File: config.mk
export PLATFORM = sky130hd
export DESIGN_NAME = iec_queue
export DESIGN_NICKNAME = d
export VERILOG_FILES = /design/src/rtl/iec_pkg.sv /design/src/rtl/iec_queue.sv
export SDC_FILE = /design/constraint.sdc
export NUM_CORES = 1
export LEC_CHECK = 0
export ABC_AREA = 0
export BUFFER_PORTS_ARGS = -buffer_cell sky130_fd_sc_hd__buf_2
export CAP_MARGIN = 15
export CORE_ASPECT_RATIO = 0.75
export CORE_MARGIN = 2
export CORE_UTILIZATION = 55
export CTS_BUF_LIST = sky130_fd_sc_hd__clkbuf_2
export CTS_CLUSTER_SIZE = 8
export DETAILED_ROUTE_END_ITERATION = 8
export GPL_TIMING_DRIVEN = 0
export PLACE_DENSITY = 0.73
export SLEW_MARGIN = 20
export SYNTH_ARGS = -nofsm -noshare
export SYNTH_HDL_FRONTEND = slang
export SYNTH_SLANG_ARGS = --single-unit
File: constraint.sdc
create_clock -name clk -period 11.8 [get_ports clk]
set_input_delay 0.59 -clock clk [delete_from_list [all_inputs] [get_ports clk]]
set_output_delay 0.59 -clock clk [all_outputs]
set_load 0.005 [all_outputs]
File: src/rtl/iec_pkg.sv
// Shared constants and types for the emissivity correction unit.
// Depends on nothing; every other file uses it by scoped names.
`timescale 1ns / 1ps

package iec_pkg;

    // Field widths.
    localparam int TEMP_W = 17;
    localparam int EMIS_W = 16;

    // Kelvin magnitude, its square and its fourth power.
    localparam int ABS_W = 17;
    localparam int SQ_W  = 2 * ABS_W;
    localparam int P4_W  = 2 * SQ_W;

    // Long division of the scaled difference by the emissivity.
    localparam int DIV_W = P4_W + EMIS_W;
    localparam int SUM_W = DIV_W + 1;

    // Radiance sum is clamped to this many bits before the roots.
    localparam int POWER_WIDTH = 72;
    localparam int ROOT1_W     = POWER_WIDTH / 2;
    localparam int ROOT2_W     = ROOT1_W / 2;

    localparam int KELVIN_OFFSET = 27315;
    localparam int OUT_MAX       = 65535;

    // Configuration register.
    localparam logic [EMIS_W-1:0] EMIS_RESET = 16'd64225;
    localparam logic REG_EMISSIVITY = 1'b0;

    // Queue between the front and back parts.
    localparam int QUEUE_DEPTH = 4;
    localparam int QPTR_W      = $clog2(QUEUE_DEPTH);

    // One classified item handed from the front part to the back part.
    typedef struct packed {
        logic [P4_W-1:0] ta4;
        logic [P4_W-1:0] mag;
        logic            neg;
    } work_t;

endpackage

File: src/rtl/iec_queue.sv
// Short queue of classified items between the front and back parts.
// Depends on iec_pkg.
`timescale 1ns / 1ps

module iec_queue (
    input  logic             clk,
    input  logic             rst_n,
    input  logic             push,
    input  iec_pkg::work_t   push_data,
    output logic             full,
    input  logic             pop,
    output logic             avail,
    output iec_pkg::work_t   head
);

    iec_pkg::work_t                 mem_reg [0:iec_pkg::QUEUE_DEPTH-1];
    logic [iec_pkg::QPTR_W-1:0]     wr_reg, rd_reg;
    logic [iec_pkg::QPTR_W:0]       cnt_reg;

    assign full  = (cnt_reg == (iec_pkg::QPTR_W+1)'(iec_pkg::QUEUE_DEPTH));
    assign avail = (cnt_reg != '0);
    assign head  = mem_reg[rd_reg];

    // Pointers and fill count.
    always_ff @(posedge clk or negedge rst_n)
    begin
        if (!rst_n)
        begin
            wr_reg  <= '0;
            rd_reg  <= '0;
            cnt_reg <= '0;
        end
        else
        begin
            if (push)
            begin
                wr_reg <= wr_reg + 1'b1;
            end
            if (pop)
            begin
                rd_reg <= rd_reg + 1'b1;
            end
            if (push && !pop)
            begin
                cnt_reg <= cnt_reg + 1'b1;
            end
            else if (pop && !push)
            begin
                cnt_reg <= cnt_reg - 1'b1;
            end
        end
    end

    // Storage.
    always_ff @(posedge clk)
    begin
        if (push)
        begin
            mem_reg[wr_reg] <= push_data;
        end
    end

endmodule

==> reports/metrics.cfg <==
[outcome]
outcome = finished, final reports clean

[sta]
tightest_slew_ns = 0.8981
finalSetupViolCount = 0
holdWs_ns = 0.3478
rsz0062_at_grt = no
worst_slack_ns = 8.220
finalCritPeriodShare = 0.3034
setup_tns_ns = 0
max_slew_margin = 0.4012
max_freq_ghz = 0.2793
finalCriticalPeriod_ns = 3.580
finalHoldViolCount = 0
final_max_slew_viol_count = 0
skew_ns = 0.04092

[synthesis]
ys_warn_count = 0
synth_nets = 897
synth_top_cells_by_area = edfxtp_1 (82%), mux4_2 (15%), dfrtp_1 (0.87%)
synth-edff-count = 548
yosys.area.top_type_share = 0.8160
netlist_instances = 750
ys_ff_latch = 555
ys_types = 19
synthArstFlopShare = 0.01261
dominantRegCellSynth = edfxtp_1
synth.most_common_cell = edfxtp_1
ys_seq_area_frac = 0.8247
synthTopCellsByCount = edfxtp_1 (548), mux4_2 (137), buf_2 (15)
syn_avg_cell_area_sq_um = 26.89
synth_area_leader_cell = edfxtp_1
netlist_area_sq_mm = 0.02017

[final_layout]
num-fill-cells = 2263
regArea_sq_mm = 0.01663
layout-drive-gt1-share = 0.4737
area_growth_pct = 24.28
largest_reg_flops = 548
final_nets = 1463
final_cell_area_sq_mm = 0.02506
multiInputGateArea_sq_mm = 0.003297

[critical_path]
crit_start = rd_reg[1]
setup.worst_path.class = reg -> out
worstPathRequired_ns = 11.21
critPathMaxFanout = 10
arrival_ns = 2.99
r2r_start = wr_reg[0]
endpoint_kind = output pin
cp-start-kind = flip-flop

[clock_tree]
root_buffer = clkbuf_2
cts_buffers = 130
htree_levels = 4
cts.sinks = 555
clkTransAtPathRegs_ns = 0.12
clockBufferDepth = 3
ctsResizeCount = 0
clk-insertion-delay-late_ns = 0.98
cts_tree = yes

[power]
p_clk_frac = 0.219
p_leak_uw = 0.008966
p_int_uw = 3941
seqPwrFrac = 0.472
p_per_area_mw_per_mm2 = 223.4
switching_share = 0.2962
power_switching_uw = 1659
peakVddDrop_uv = 162.5
pwr-share-comb = 0.309
power_uw = 5600

[global_route]
globalRoute.totalOverflow = 0
antenna_found_initial = 4
grt_max_degree = 47
grt_pass1_wl_mm = 61.29
grt_util_all_layers = 0.2168
grt_pass1_vias = 10922

[detailed_routing]
ant_nets = 0
vias = 10073
first_pass_iters = 7
drcViolationCount = 0
wl_mm = 40.53
via_per_inst = 5.372
post_drt_wl_per_cell_um = 21.62
drt_iter0_markers = 667

[floorplanning]
io_pins = 280
die_w_um = 225.1
start_util = 0.5597
core_sq_mm = 0.03603
rows = 60
die_area_sq_mm = 0.03823
die_h_um = 169.8

[placed_design]
place_ws_ns = 9.186
gp_congestion = 0.7239
port_buffers = 279
dpl_cell_area_sq_mm = 0.02246
hpwl_mm = 24.07

[job]
maxCapViolations = 0

[worst_hold_path]
hp-start = push_data[118]
min_path_type = in -> reg

==> layout make-up <==
| class | instances | share of cell area |
|---|---|---|
| tap | 465 | 0.02321 |
| timing repair buffer | 434 | 0.1241 |
| sequential | 555 | 0.6635 |
| inverter | 4 | 0.0005990 |
| clock buffer | 189 | 0.03774 |
| buffer | 31 | 0.009335 |
| clock inverter | 33 | 0.009535 |
| antenna | 4 | 0.0003994 |
| multi-input combinational | 160 | 0.1315 |
==> power by group through the flow <==
| stage | clock (uW) | combinational (uW) | sequential [uW] |
|---|---|---|---|
| after detailed placement | 0 | 1720 | 2690 |
| final | 1230 | 1730 | 2640 |
| after global placement | 0 | 1640 | 2780 |
| after global routing | 1360 | 1870 | 2670 |
| after CTS | 1270 | 1770 | 2650 |
| after floorplan | 0 | 1000 | 2720 |
==> layer usage <==
layer  vias up  track usage  routed length, um
li1       4469            -                  -
met1      5173       0.2862              16550
met2       372       0.3431              19930
met3        59      0.07856               3427
met4         0      0.06738                616
met5         -            0                  0
==> cells by family (layout without fill, tap and decap cells) <==
| logic type | count (synthesis) | after routing | share of synthesized area |
|---|---|---|---|
| muxes | 138 | 138 | 0.1536 |
| DFF | 555 | 555 | 0.8247 |
| xor gates and xnor gates | 6 | 6 | 0.002606 |
| buffers and inverters | 35 | 691 | 0.01235 |
| other | 0 | 4 | 0 |
| and+or+nand+nor | 9 | 9 | 0.002482 |
| AOI/OAI and AO/OA | 1 | 1 | 0.0002479 |
| adders and majority gates | 6 | 6 | 0.004095 |
==> critical path, stage by stage (launching register included) <==
cell and delay (ns):
dfrtp_1 0.37, clkbuf_1 0.68, buf_2 0.44, mux4_2 0.37
buf_2 0.14
==> repair_timing <==
item                      4_1_cts  5_1_grt
hold endpoints to repair      560        0
setup buffers                   0        0
hold buffers                  141        0
==> through the flow <==
stage          std cells    util
2_1_floorplan        750       -
3_5_place_dp        1508  0.6232
3_3_place_gp        1494  0.6145
4_1_cts             1871  0.6953
5_1_grt             1875  0.6956
6_report            1875  0.6956
==> cells in the final DEF (no fill, tap or decap), drive strengths merged, types with 2 or more instances in the layout <==
cell type / n
ha: 5
mux4: 137
inv: 9
xor2: 4
clkinvlp: 2
edfxtp: 548
dfrtp: 7
clkinv: 22
diode: 4
nand2: 2
bufinv: 4
and2: 4
xnor2: 2
buf: 321
clkbuf: 192
dlygate4sd3: 141
==> path summary, 6_finish.rpt <==
path                       depth (start not counted)              end  slack, ns
setup / recovery                                   4         head[67]       8.22
hold / removal                                     2  mem_reg[1][118]       0.35
setup reg to reg                                   6   mem_reg[2][80]       9.58
hold reg to reg                                    1       cnt_reg[2]       0.51
max in group asynchronous                          3       cnt_reg[0]      10.94
min in group asynchronous                          3        rd_reg[1]       0.59
Note: power is estimated with default switching activity, not from simulation.
